## src/hdl/srd_pkg.sv

```systemverilog
// Shared types and constants of the scan record deframer.
`default_nettype none
package srd_pkg;

	localparam int unsigned LimW = 18;
	localparam int unsigned PreW = 17;
	localparam int unsigned LenW = 16;

	localparam logic [LimW-1:0] LIM_RESET = 18'd131075;
	localparam logic [LimW-1:0] LIM_MIN_DATA = 18'd3;

	localparam logic [7:0] STATUS_SINGLE = 8'h80;
	localparam logic [7:0] STATUS_ABOVE = 8'hC1;
	localparam logic [PreW-1:0] PREFIX_OVERHEAD = 17'd5;
	localparam logic [LimW-1:0] PREFIX_ERR_LEN = 18'd3;
	localparam logic [LimW-1:0] ONE_BYTE_LEN = 18'd1;

	// Byte kind codes as seen on the result channel.
	localparam logic [2:0] KIND_STATUS = 3'd0;
	localparam logic [2:0] KIND_HEADER = 3'd1;
	localparam logic [2:0] KIND_WLEN = 3'd2;
	localparam logic [2:0] KIND_WRAPPER = 3'd3;
	localparam logic [2:0] KIND_PLEN = 3'd4;
	localparam logic [2:0] KIND_PAYLOAD = 3'd5;

	typedef enum logic [6:0] {
		PH_HEADER  = 7'b0000001,
		PH_WLEN_LO = 7'b0000010,
		PH_WLEN_HI = 7'b0000100,
		PH_WRAPPER = 7'b0001000,
		PH_PLEN_LO = 7'b0010000,
		PH_PLEN_HI = 7'b0100000,
		PH_PAYLOAD = 7'b1000000
	} phase_t;

	typedef struct packed {
		logic [7:0]      out_byte;
		logic [2:0]      byte_kind;
		logic            end_of_record;
		logic            length_error;
		logic [LimW-1:0] record_length;
		logic [PreW-1:0] prefix_length;
		logic [LenW-1:0] payload_length;
	} result_t;

endpackage
`default_nettype wire

```

## src/hdl/srd_stream_if.sv

```systemverilog
// Input byte channel of the scan record deframer.
`default_nettype none
interface srd_stream_if;
	logic       valid;
	logic       ready;
	logic [7:0] data_byte;

	modport source (output valid, output data_byte, input ready);
	modport sink (input valid, input data_byte, output ready);
endinterface
`default_nettype wire

```

## src/hdl/srd_record_if.sv

```systemverilog
// Result channel of the scan record deframer: each byte with its record annotations.
`default_nettype none
interface srd_record_if;
	logic        valid;
	logic        ready;
	logic [7:0]  out_byte;
	logic [2:0]  byte_kind;
	logic        end_of_record;
	logic        length_error;
	logic [17:0] record_length;
	logic [16:0] prefix_length;
	logic [15:0] payload_length;

	modport source (output valid, output out_byte, output byte_kind, output end_of_record,
		output length_error, output record_length, output prefix_length,
		output payload_length, input ready);
	modport sink (input valid, input out_byte, input byte_kind, input end_of_record,
		input length_error, input record_length, input prefix_length,
		input payload_length, output ready);
endinterface
`default_nettype wire

```

## src/hdl/scan_record_deframer_top.sv

```systemverilog
// Scan record deframer: annotates a scanner byte stream with record structure.
// The block takes one byte per clock and returns one annotated item per byte, in the
// cycle after it is accepted, from a single output register. The phase machine and the
// length counters update in the cycle a byte is taken, and the input is ready whenever
// the output register is empty or is being emptied. The user must write the record
// length limit (cfg_we/cfg_wdata) only while the stream is idle; it is not enforced.
`default_nettype none
module scan_record_deframer_top
	import srd_pkg::*;
(
	input  wire logic            clk,
	input  wire logic            arst_n,
	srd_stream_if.sink           stream,
	srd_record_if.source         records,
	input  wire logic            cfg_we,
	input  wire logic [LimW-1:0] cfg_wdata
);

	logic [LimW-1:0] lim_q;
	phase_t          phase_q, phase_n;
	logic [LenW-1:0] wlen_q, wlen_n;
	logic [7:0]      low_q, low_n;
	logic [LenW-1:0] remain_q, remain_n;
	logic [LenW-1:0] pcount_q, pcount_n;
	logic            out_valid_q;
	result_t         out_q, res;

	logic            accept;
	logic [7:0]      b;
	logic [PreW-1:0] pre;
	logic [LenW-1:0] len_word;
	logic [PreW-1:0] pre_new;
	logic [LimW-1:0] total;
	logic            status;

	assign stream.ready = !out_valid_q || records.ready;
	assign accept = stream.valid && stream.ready;
	assign b = stream.data_byte;

	assign pre = {1'b0, wlen_q} + PREFIX_OVERHEAD;
	assign len_word = {b, low_q};
	assign pre_new = {1'b0, len_word} + PREFIX_OVERHEAD;
	assign total = {1'b0, pre} + {2'b00, len_word};
	assign status = (b == STATUS_SINGLE) || (b > STATUS_ABOVE);

	always_comb begin
		phase_n = phase_q;
		wlen_n = wlen_q;
		low_n = low_q;
		remain_n = remain_q;
		pcount_n = pcount_q;
		res = '0;
		res.out_byte = b;
		case (phase_q)
			PH_WLEN_LO: begin
				low_n = b;
				res.byte_kind = KIND_WLEN;
				phase_n = PH_WLEN_HI;
			end
			PH_WLEN_HI: begin
				wlen_n = len_word;
				res.byte_kind = KIND_WLEN;
				res.prefix_length = pre_new;
				if ({1'b0, pre_new} > lim_q) begin
					res.end_of_record = 1'b1;
					res.length_error = 1'b1;
					res.record_length = PREFIX_ERR_LEN;
					phase_n = PH_HEADER;
				end else begin
					remain_n = len_word;
					phase_n = (len_word == '0) ? PH_PLEN_LO : PH_WRAPPER;
				end
			end
			PH_WRAPPER: begin
				res.byte_kind = KIND_WRAPPER;
				res.prefix_length = pre;
				remain_n = remain_q - 1'b1;
				if (remain_n == '0) begin
					phase_n = PH_PLEN_LO;
				end
			end
			PH_PLEN_LO: begin
				low_n = b;
				res.byte_kind = KIND_PLEN;
				res.prefix_length = pre;
				phase_n = PH_PLEN_HI;
			end
			PH_PLEN_HI: begin
				pcount_n = len_word;
				res.byte_kind = KIND_PLEN;
				res.prefix_length = pre;
				if (total > lim_q) begin
					res.end_of_record = 1'b1;
					res.length_error = 1'b1;
					res.record_length = {1'b0, pre};
					res.payload_length = len_word;
					phase_n = PH_HEADER;
				end else if (len_word == '0) begin
					res.end_of_record = 1'b1;
					res.record_length = total;
					phase_n = PH_HEADER;
				end else begin
					res.payload_length = len_word;
					remain_n = len_word;
					phase_n = PH_PAYLOAD;
				end
			end
			PH_PAYLOAD: begin
				res.byte_kind = KIND_PAYLOAD;
				res.prefix_length = pre;
				res.payload_length = pcount_q;
				remain_n = remain_q - 1'b1;
				if (remain_n == '0) begin
					res.end_of_record = 1'b1;
					res.record_length = {1'b0, pre} + {2'b00, pcount_q};
					phase_n = PH_HEADER;
				end
			end
			default: begin
				// Header byte; any code outside the machine is treated the same way.
				wlen_n = '0;
				pcount_n = '0;
				remain_n = '0;
				res.byte_kind = status ? KIND_STATUS : KIND_HEADER;
				if (lim_q == '0) begin
					res.end_of_record = 1'b1;
					res.length_error = 1'b1;
					res.record_length = ONE_BYTE_LEN;
					phase_n = PH_HEADER;
				end else if (status) begin
					res.end_of_record = 1'b1;
					res.record_length = ONE_BYTE_LEN;
					phase_n = PH_HEADER;
				end else if (lim_q < LIM_MIN_DATA) begin
					res.end_of_record = 1'b1;
					res.length_error = 1'b1;
					res.record_length = ONE_BYTE_LEN;
					phase_n = PH_HEADER;
				end else begin
					phase_n = PH_WLEN_LO;
				end
			end
		endcase
	end

	always_ff @(posedge clk or negedge arst_n) begin
		if (!arst_n) begin
			lim_q <= LIM_RESET;
			phase_q <= PH_HEADER;
			wlen_q <= '0;
			low_q <= '0;
			remain_q <= '0;
			pcount_q <= '0;
			out_valid_q <= 1'b0;
		end else begin
			if (cfg_we) begin
				lim_q <= cfg_wdata;
			end
			if (accept) begin
				phase_q <= phase_n;
				wlen_q <= wlen_n;
				low_q <= low_n;
				remain_q <= remain_n;
				pcount_q <= pcount_n;
				out_valid_q <= 1'b1;
			end else if (records.ready) begin
				out_valid_q <= 1'b0;
			end
		end
	end

	always_ff @(posedge clk) begin
		if (accept) begin
			out_q <= res;
		end
	end

	assign records.valid = out_valid_q;
	assign records.out_byte = out_q.out_byte;
	assign records.byte_kind = out_q.byte_kind;
	assign records.end_of_record = out_q.end_of_record;
	assign records.length_error = out_q.length_error;
	assign records.record_length = out_q.record_length;
	assign records.prefix_length = out_q.prefix_length;
	assign records.payload_length = out_q.payload_length;

`ifndef ASSERT_OFF
	a_err_ends_record: assert property (@(posedge clk) disable iff (!arst_n)
		records.valid && records.length_error |-> records.end_of_record)
		else $error("length error without end of record");

	a_status_one_byte: assert property (@(posedge clk) disable iff (!arst_n)
		accept && (phase_q == PH_HEADER) && status |=>
		records.valid && records.end_of_record && (records.byte_kind == KIND_STATUS))
		else $error("status byte did not close a one-byte record");

	a_len_only_at_end: assert property (@(posedge clk) disable iff (!arst_n)
		records.valid && !records.end_of_record |-> (records.record_length == '0))
		else $error("record length shown before end of record");
`endif

endmodule
`default_nettype wire
```

## src/flat_wrapper.sv

```systemverilog
// flat-port wrapper written by rule: the top's interface ports become plain ports
module scan_record_deframer_top_flat import srd_pkg::*;
  (clk, arst_n, cfg_we, cfg_wdata, stream_valid, stream_data_byte, stream_ready, records_valid, records_out_byte, records_byte_kind, records_end_of_record, records_length_error, records_record_length, records_prefix_length, records_payload_length, records_ready);
  srd_stream_if stream_i ();
  srd_record_if records_i ();
  input  wire logic clk;
  input  wire logic arst_n;
  input  wire logic cfg_we;
  input  wire logic [LimW-1:0] cfg_wdata;
  input wire logic [$bits(stream_i.valid)-1:0] stream_valid;
  input wire logic [$bits(stream_i.data_byte)-1:0] stream_data_byte;
  output wire logic [$bits(stream_i.ready)-1:0] stream_ready;
  output wire logic [$bits(records_i.valid)-1:0] records_valid;
  output wire logic [$bits(records_i.out_byte)-1:0] records_out_byte;
  output wire logic [$bits(records_i.byte_kind)-1:0] records_byte_kind;
  output wire logic [$bits(records_i.end_of_record)-1:0] records_end_of_record;
  output wire logic [$bits(records_i.length_error)-1:0] records_length_error;
  output wire logic [$bits(records_i.record_length)-1:0] records_record_length;
  output wire logic [$bits(records_i.prefix_length)-1:0] records_prefix_length;
  output wire logic [$bits(records_i.payload_length)-1:0] records_payload_length;
  input wire logic [$bits(records_i.ready)-1:0] records_ready;
  assign stream_i.valid = stream_valid;
  assign stream_i.data_byte = stream_data_byte;
  assign stream_ready = stream_i.ready;
  assign records_valid = records_i.valid;
  assign records_out_byte = records_i.out_byte;
  assign records_byte_kind = records_i.byte_kind;
  assign records_end_of_record = records_i.end_of_record;
  assign records_length_error = records_i.length_error;
  assign records_record_length = records_i.record_length;
  assign records_prefix_length = records_i.prefix_length;
  assign records_payload_length = records_i.payload_length;
  assign records_i.ready = records_ready;
  scan_record_deframer_top u_core (.clk(clk), .arst_n(arst_n), .stream(stream_i), .records(records_i), .cfg_we(cfg_we), .cfg_wdata(cfg_wdata));
endmodule
```

## config.mk

```make
export PLATFORM = sky130hd
export DESIGN_NAME = scan_record_deframer_top_flat
export DESIGN_NICKNAME = d
export VERILOG_FILES = /design/src/hdl/srd_pkg.sv /design/src/hdl/srd_stream_if.sv /design/src/hdl/srd_record_if.sv /design/src/hdl/scan_record_deframer_top.sv /design/src/flat_wrapper.sv
export SDC_FILE = /design/constraint.sdc
export NUM_CORES = 1
export LEC_CHECK = 0
export ABC_CLOCK_PERIOD_IN_PS = 6270
export BUFFER_PORTS_ARGS = -buffer_cell sky130_fd_sc_hd__buf_2
export CAP_MARGIN = 20
export CORE_AREA = 2 2 142 144
export CTS_CLUSTER_DIAMETER = 120
export DETAILED_ROUTE_END_ITERATION = 10
export DIE_AREA = 0 0 144 146
export GPL_TIMING_DRIVEN = 0
export HOLD_SLACK_MARGIN = 0.05
export PLACE_DENSITY = 0.78
export SLEW_MARGIN = 5
export SYNTH_ARGS = -nofsm -noshare
export SYNTH_HDL_FRONTEND = slang
export SYNTH_SLANG_ARGS = --single-unit
```

## constraint.sdc

```tcl
create_clock -name clk -period 6.27 [get_ports clk]
set_input_delay 0 -clock clk [delete_from_list [all_inputs] [get_ports clk]]
set_output_delay 0 -clock clk [all_outputs]
set_load 0.01 [all_outputs]
```

==> metrics.md, run 1 <==
| Metric | Value |
|---|---|
| Yosys top cell area share | `20.4%` |
| Row count | `51` |
| Routability cong. | `0.971` |
| Max Fclk | `163 MHz` |
| Mapped Cells | `1052` |
| Antenna Nets Post-Route | `0` |
| Initial antenna violation count | `0` |
| Total Nets Final | `1312` |
| Vias in the first global route | `8374` |
| WP buf/inv | `2` |
| Adder-cell share of the synthesized area | `10.3%` |
| Sequential area share after synthesis | `41.5%` |
| Data arrival, critical path | `6370 ps` |
| Count leader, synth | `nand2_1` |
| DR WL met2 | `13300 um` |
| Mapped Nets | `1160` |
| I/O pin count | `97` |
| Status | `completed` |
| Dominant cell type by area after synthesis | `dfrtp_1` |
| Tmin final | `6140 ps` |
| Min-Delay Path Class | `primary input to asynchronous set/reset pin` |
| Metal-1 WL | `11700 um` |
| Share of layout cells above drive strength 1 | `15.3%` |
| Syn_area_per_cell | `9.10 sq um` |
| RSZ-0062 raised after global routing | `yes` |
| H-tree depth | `4` |
| Util after Layout | `59.2%` |
| Period utilisation layout | `97.9%` |
| Critical path origin | `u_core.wlen_q[0]` |
| CTS Buffer Depth | `2` |
| Area Growth Syn to Fin | `19.6%` |
| CTS sink cnt | `146` |
| Seq cells post-synth | `146` |
| Fin. Hold Viols | `0` |
| Combinational family with the most area after synthesis | `compound AO/OA/AOI/OAI gates` |
| Remaining DRCs | `0` |
| Critical path fanouts, max | `10` |
| CP startpoint kind | `flop` |
| Main synth FF type | `dfrtp_1` |
| Fin. max-slew vios | `0` |
| Compound-Gate Fraction of Synth Area | `19.3%` |
| Synth Area in XOR/XNOR | `5.12%` |
| Relative slew slack | `45.2%` |
| Crit path cell chain | `ha_1 -> o21bai_1 -> nor2_1 -> and3_1 -> xor2_1 -> ha_1 -> a21o_1 -> nand2_1 -> o31a_1 -> o41ai_2 -> o31ai_1 -> a21oi_1 -> xor2_1 -> ha_1 -> a21o_1 -> a21o_1 -> a21oi_1 -> a31o_2 -> clkbuf_2 -> buf_2 -> a31oi_1 -> o22ai_1` |
| Power per Cell Area | `344 nW/um^2` |
| Number of max-cap violations | `0` |
| Via count | `8894` |
| Post-DP HPWL | `20900 um` |
| Worst R2R Start | `u_core.wlen_q[0]` |
| Initial drt markers | `835` |
| Largest net degree at the start of global routing | `59` |
| Clk root buf | `clkbuf_16` |
| Clock-pin transition on the worst setup and hold timing paths | `70 ps` |
| Synth Cell Area | `9580 sq um` |
| CP max stage delay | `590 ps` |
| Std-Cell Core Area | `19300 sq um` |
| Highest metal used | `met4` |
| Async set or reset register ratio after synthesis | `56.2%` |
| Chip Width | `144 um` |
| TritonRoute pass-1 iters | `6` |
| Critical path class | `flop to flop` |
| Clock Skews | `11.4 ps` |
| Number of synthesized flops with an enable pin | `64` |
| DR WL met3 | `2300 um` |
| CTS tree | `built` |
| Pleak | `4.99 nW` |
| Critical path required time | `6500 ps` |
| Clock Latency Late Sink | `440 ps` |
| Depth of the most critical reg-to-reg path | `22` |
| Grt total ovfl | `0` |
| IO buf count | `95` |
| Post-synthesis mux area share | `1.59%` |
| Ys Warns | `0` |
| Overall routing resource usage | `27.5%` |
| Num CTS Buffers | `17` |
| Worst vdd ir | `0.000226 V` |
| Worst Tran Pin Value | `814 ps` |
| R2R Path End | `u_core.records.record_length[2]` |
| CP top delay family | `compound AO/OA/AOI/OAI gates` |
| Synth unique cells | `79` |
| Slowest stage cell, crit path | `xor2_1` |
| Post-Synth Simple-Gate Area | `17.4%` |
| Total routed wirelength | `28600 um` |
| Starting Density | `49.5%` |
| # setup viols final | `0` |
| Synth area leaders | `dfrtp_1, edfxtp_1, ha_1, nand2_1, o21ai_0` |
| First-pass GRT wire length | `44000 um` |
| Commonest cells in the netlist | `nand2_1, o21ai_0, dfrtp_1` |
| Min Hold Slack | `112 ps` |
| Routed vias/inst | `6.00` |
| Setup crit end kind | `flop` |
| Chip height | `146 um` |
| WL per Instance | `19.3 um` |
| # diodes | `0` |
| DIE AREA | `21000 sq um` |
| Worst reg2reg setup slack | `130 ps` |
==> worst reg2reg max path, stage by stage, from the launching register on <==
cell and delay (ps):
dfrtp_1 430, ha_1 260, o21bai_1 260, nor2_1 110
and3_1 200, xor2_1 590, ha_1 410, a21o_1 190
nand2_1 60, o31a_1 140, o41ai_2 120, o31ai_1 400
a21oi_1 160, xor2_1 310, ha_1 310, a21o_1 180
a21o_1 170, a21oi_1 230, a31o_2 320, clkbuf_2 310
buf_2 300, a31oi_1 160, o22ai_1 320
==> area by class of cell <==
class	instances	area (sq um)
Clock buffer	18	429
Inverter	65	244
Multi-Input combinational cell	795	5170
Fill cell	1614	7880
Timing Repair Buffer	133	887
Buffer	46	209
Tap cell	265	332
Clock inverter	14	201
Sequential cell	146	3980
==> flip-flops by register name, indices dropped and copies added, names as in the netlist, 3 cells and up <==
signal / flops
u_core.lim_q: 18
u_core.pcount_q: 16
u_core.wlen_q: 16
u_core.low_q: 8
u_core.records.payload_length: 16
u_core.records.prefix_length: 17
u_core.records.byte_kind: 3
u_core.records.out_byte: 8
u_core.phase_q: 7
u_core.remain_q: 16
u_core.records.record_length: 18
==> how the worst max path moves through the flow <==
stage / end / slack, ps / cells past startpoint
6_report: u_core.records.record_length[2] / 130 / 22
3_3_place_gp: u_core.records.record_length[2] / 240 / 21
2_1_floorplan: u_core.records.record_length[13] / 1500 / 22
4_1_cts: u_core.records.record_length[2] / 50 / 21
3_5_place_dp: u_core.records.record_length[2] / 80 / 21
5_1_grt: u_core.records.record_length[2] / -40 / 21
==> what timing repair did <==
item                                   4_1_cts  5_1_grt
hold buffers                                35        0
setup endpoints to repair                    0       36
endpoints found under the hold margin      110        0
buffers inserted                             0        0
resized for setup                            0        6
==> metrics by stage <==
step	area (sq um)	TNS [ps]	power (W)	cells	worst slack (ps)
2_1_floorplan	9580	0	0.00229	1052	1500
3_3_place_gp	10400	0	0.00272	1412	243
3_5_place_dp	10400	0	0.00276	1414	84.0
4_1_cts	11400	0	0.00389	1481	46.4
5_1_grt	11500	-36.5	0.00413	1482	-36.5
6_report	11500	0	0.00394	1482	133
==> metal layers <==
layer	up-vias	global-route usage [%]
li1	4107	-
met1	4265	35.2
met2	423	43.4
met3	99	7.11
met4	0	13.0
met5	-	0
==> cells by family after synthesis <==
| kind of cell | count (synthesis) |
|---|---|
| adders and majority gates | 78 |
| DFF | 146 |
| AOI/OAI and AO/OA | 284 |
| buffers and inverters | 111 |
| xor gates and xnor gates | 56 |
| muxes | 14 |
| and+or+nand+nor | 363 |
==> layout by cell type, fill, tap and decap left out, types with 5 or more instances in the layout <==
cell type        n
nand2_1        170
buf_2          103
o21ai_0         98
dfrtp_1         78
nor2_1          76
ha_1            75
edfxtp_1        64
inv_1           63
a21oi_1         58
dlygate4sd3_1   35
clkbuf_1        32
xnor2_1         29
xor2_1          27
nand3_1         21
o31ai_1         21
nand4_1         18
clkbuf_16       17
nor3_1          13
a21o_1          11
nor2b_1         10
o22ai_1         10
mux2_2          10
a211oi_1         9
nor4_1           9
a31oi_1          9
and3_1           8
a22oi_1          7
a32oi_1          7
o21ai_2          6
or3_1            5
and2_1           5
nand2b_1         5
==> power by group <==
group	switching, W	internal (W)	leakage, nW	total [W]
clock network	0.000432	0.000672	0.302	0.00110
registers	0.000122	0.00113	1.70	0.00126
logic	0.00101	0.000561	2.99	0.00158
No activity file was read; power rests on OpenSTA's default activity.
==> run 2, diff against run 1 <==
--- a/config.mk
+++ b/config.mk
@@ -9,6 +9,7 @@
 export BUFFER_PORTS_ARGS = -buffer_cell sky130_fd_sc_hd__buf_2
 export CAP_MARGIN = 20
 export CORE_AREA = 2 2 142 144
+export CTS_BUF_LIST = sky130_fd_sc_hd__clkbuf_4 sky130_fd_sc_hd__clkbuf_8 sky130_fd_sc_hd__clkbuf_16
 export CTS_CLUSTER_DIAMETER = 120
 export DETAILED_ROUTE_END_ITERATION = 10
 export DIE_AREA = 0 0 144 146
==> metrics.md, run 2 (synthesis gave the netlist of run 1 again) <==
| Metric | Value |
|---|---|
| Number of max-cap violations | `0 (unchanged)` |
| Clk root buf | `clkbuf_16 (unchanged)` |
| Routability cong. | `0.971 (unchanged)` |
| Grt total ovfl | `0 (unchanged)` |
| Power Total | `0.00394 W (about the same)` |
| Largest net degree at the start of global routing | `59 (unchanged)` |
| Vias in the first global route | `8384 (was 8374)` |
| Data arrival, critical path | `6390 ps (was 6370 ps)` |
| # setup viols final | `0 (unchanged)` |
| Crit path cell chain | `ha_1 -> o21bai_1 -> nor2_1 -> and3_1 -> xor2_1 -> ha_1 -> a21o_1 -> nand2_1 -> o31a_1 -> o41ai_2 -> o31ai_1 -> a21oi_1 -> xor2_1 -> ha_1 -> a21o_1 -> a21o_1 -> a21oi_1 -> a31o_2 -> clkbuf_2 -> buf_2 -> a31oi_1 -> o22ai_1 (unchanged)` |
| I/O pin count | `97 (unchanged)` |
| Commonest non-fill, non-tap cells in the layout | `nand2_1, buf_2, o21ai_0, dfrtp_1, nor2_1 (unchanged)` |
| Design area | `11500 sq um (about the same)` |
| DR WL met3 | `2500 um (was 2300 um)` |
| Std-Cell Core Area | `19300 sq um (unchanged)` |
| Min Hold Slack | `109 ps (was 112 ps)` |
| Post-DP HPWL | `20900 um (unchanged)` |
| Fin cells | `1482 (unchanged)` |
| DIE AREA | `21000 sq um (unchanged)` |
| Tmin final | `6160 ps (was 6140 ps)` |
| Starting Density | `49.5% (unchanged)` |
| TritonRoute pass-1 iters | `6 (unchanged)` |
| Worst reg2reg setup slack | `110 ps (was 130 ps)` |
| Placement Cell Area | `10400 sq um (unchanged)` |
| Total routed wirelength | `28600 um (about the same)` |
| Cell count after placement | `1414 (unchanged)` |
| Initial drt markers | `813 (was 835)` |
| Setup crit end kind | `flop (unchanged)` |
| CP startpoint kind | `flop (unchanged)` |
| Initial antenna violation count | `0 (unchanged)` |
| Pleak | `5.00 nW (was 4.99 nW)` |
| Num CTS Buffers | `17 (unchanged)` |
| Worst Tran Pin Value | `823 ps (was 814 ps)` |
| DR WL met2 | `13300 um (about the same)` |
| Critical path origin | `u_core.wlen_q[0] (unchanged)` |
| Routed vias/inst | `5.98 (was 6.00)` |
| Critical path fanouts, max | `10 (unchanged)` |
| Highest metal used | `met4 (unchanged)` |
| Dpl ws | `84.0 ps (unchanged)` |
| WL per Instance | `19.3 um (about the same)` |
| Remaining DRCs | `0 (unchanged)` |
| Share of layout cells above drive strength 1 | `15.4% (was 15.3%)` |
| Setup ws final | `106 ps (was 133 ps)` |
| Max Fclk | `162 MHz (was 163 MHz)` |
| Via count | `8858 (was 8894)` |
| Min-Delay Path Class | `primary input to asynchronous set/reset pin (unchanged)` |
| Area Growth Syn to Fin | `19.6% (about the same)` |
| Critical path class | `flop to flop (unchanged)` |
| RSZ-0062 raised after global routing | `yes (unchanged)` |
| Status | `completed (unchanged)` |
| First-pass GRT wire length | `44000 um (about the same)` |
| Slowest stage cell, crit path | `xor2_1 (unchanged)` |
| Worst vdd ir | `0.000227 V (was 0.000226 V)` |
| Total Nets Final | `1312 (unchanged)` |
| Fin. max-slew vios | `0 (unchanged)` |
| CTS Buffer Depth | `2 (unchanged)` |
| Fin. Hold Viols | `0 (unchanged)` |
| Setup bufs post-CTS | `0 (unchanged)` |
| Antenna Nets Post-Route | `0 (unchanged)` |
| Clock Latency Late Sink | `440 ps (about the same)` |
| Chip height | `146 um (unchanged)` |
| Commonest non-fill, non-tap cell in the layout | `nand2_1 (unchanged)` |
| CTS sink cnt | `146 (unchanged)` |
| R2R Path End | `u_core.records.record_length[2] (unchanged)` |
| Chip Width | `144 um (unchanged)` |
| H-tree depth | `4 (unchanged)` |
| CTS tree | `built (unchanged)` |
| Clock Skews | `11.7 ps (was 11.4 ps)` |
| IO buf count | `95 (unchanged)` |
| Power per Cell Area | `344 nW/um^2 (about the same)` |
| Metal-1 WL | `11500 um (was 11700 um)` |
| Relative slew slack | `45.1% (was 45.2%)` |
| Period utilisation layout | `98.3% (was 97.9%)` |
| CP max stage delay | `600 ps (was 590 ps)` |
| Overall routing resource usage | `27.5% (unchanged)` |
| Worst R2R Start | `u_core.wlen_q[0] (unchanged)` |
| Clock-pin transition on the worst setup and hold timing paths | `70 ps (about the same)` |
| Crit path to | `u_core.records.record_length[2] (unchanged)` |
| Depth of the most critical reg-to-reg path | `22 (unchanged)` |
| Critical path required time | `6500 ps (about the same)` |
| # diodes | `0 (unchanged)` |
| Row count | `51 (unchanged)` |
## run 2: cell counts in the layout (fill, tap and decap cells not counted)
No cell type changed its count.
## run 2: critical path: cells and delay by family, from the launching register on
kind | cells | cell delay (ps)
xor+xnor | 2 | 900
buf+inv | 2 | 610
simple gates | 3 | 370
fa+ha+maj | 3 | 970
compound gates | 12 | 2660
flops | 1 | 430
## run 2: final cells by class
cell class | count | area [sq um]
plain buffers | 46 | 209
multi-input cells | 795 | 5170
flip-flops and latches | 146 | 3980
repair buffers | 133 | 887
clock inverters | 14 | 201
inverters | 65 | 244
clock buffers | 18 | 433
well taps | 265 | 332
fillers | 1615 | 7880
## run 2: metrics by stage
step,setup TNS [ps],utilization (%)
floorplan,0,-
global placement,0,53.7
detailed placement,0,54.0
CTS,0,59.1
global route,-37.0,59.3
finish,0,59.3
## run 2: power breakdown
part           leakage, nW  internal (W)  switching [W]
clock                0.305      0.000676       0.000432
sequential            1.70       0.00113       0.000122
combinational         2.99      0.000562        0.00101
total                 5.00       0.00237        0.00157
## run 2: timing repair
item	in CTS	in global routing
hold buffers	35	0
endpoints found under the setup margin	0	36
resized for setup	0	6
endpoints found under the hold margin	110	0
## run 2: how the worst min path moves through the flow
stage                              from          endpoint  slack, ps  cells after the start
final                            arst_n  u_core.lim_q[17]        110                      2
after global routing             arst_n  u_core.lim_q[17]        120                      2
after CTS                        arst_n  u_core.lim_q[17]        100                      2
after detailed placement         arst_n   u_core.lim_q[2]        -50                      1
after global placement    cfg_wdata[13]  u_core.lim_q[13]        210                      3
after floorplan                  arst_n  u_core.lim_q[10]       -300                      0
## run 2: layer usage
metal	up-vias	track usage, %
li1	4107	-
met1	4196	35.1
met2	455	43.4
met3	100	7.24
met4	0	12.9
met5	-	0
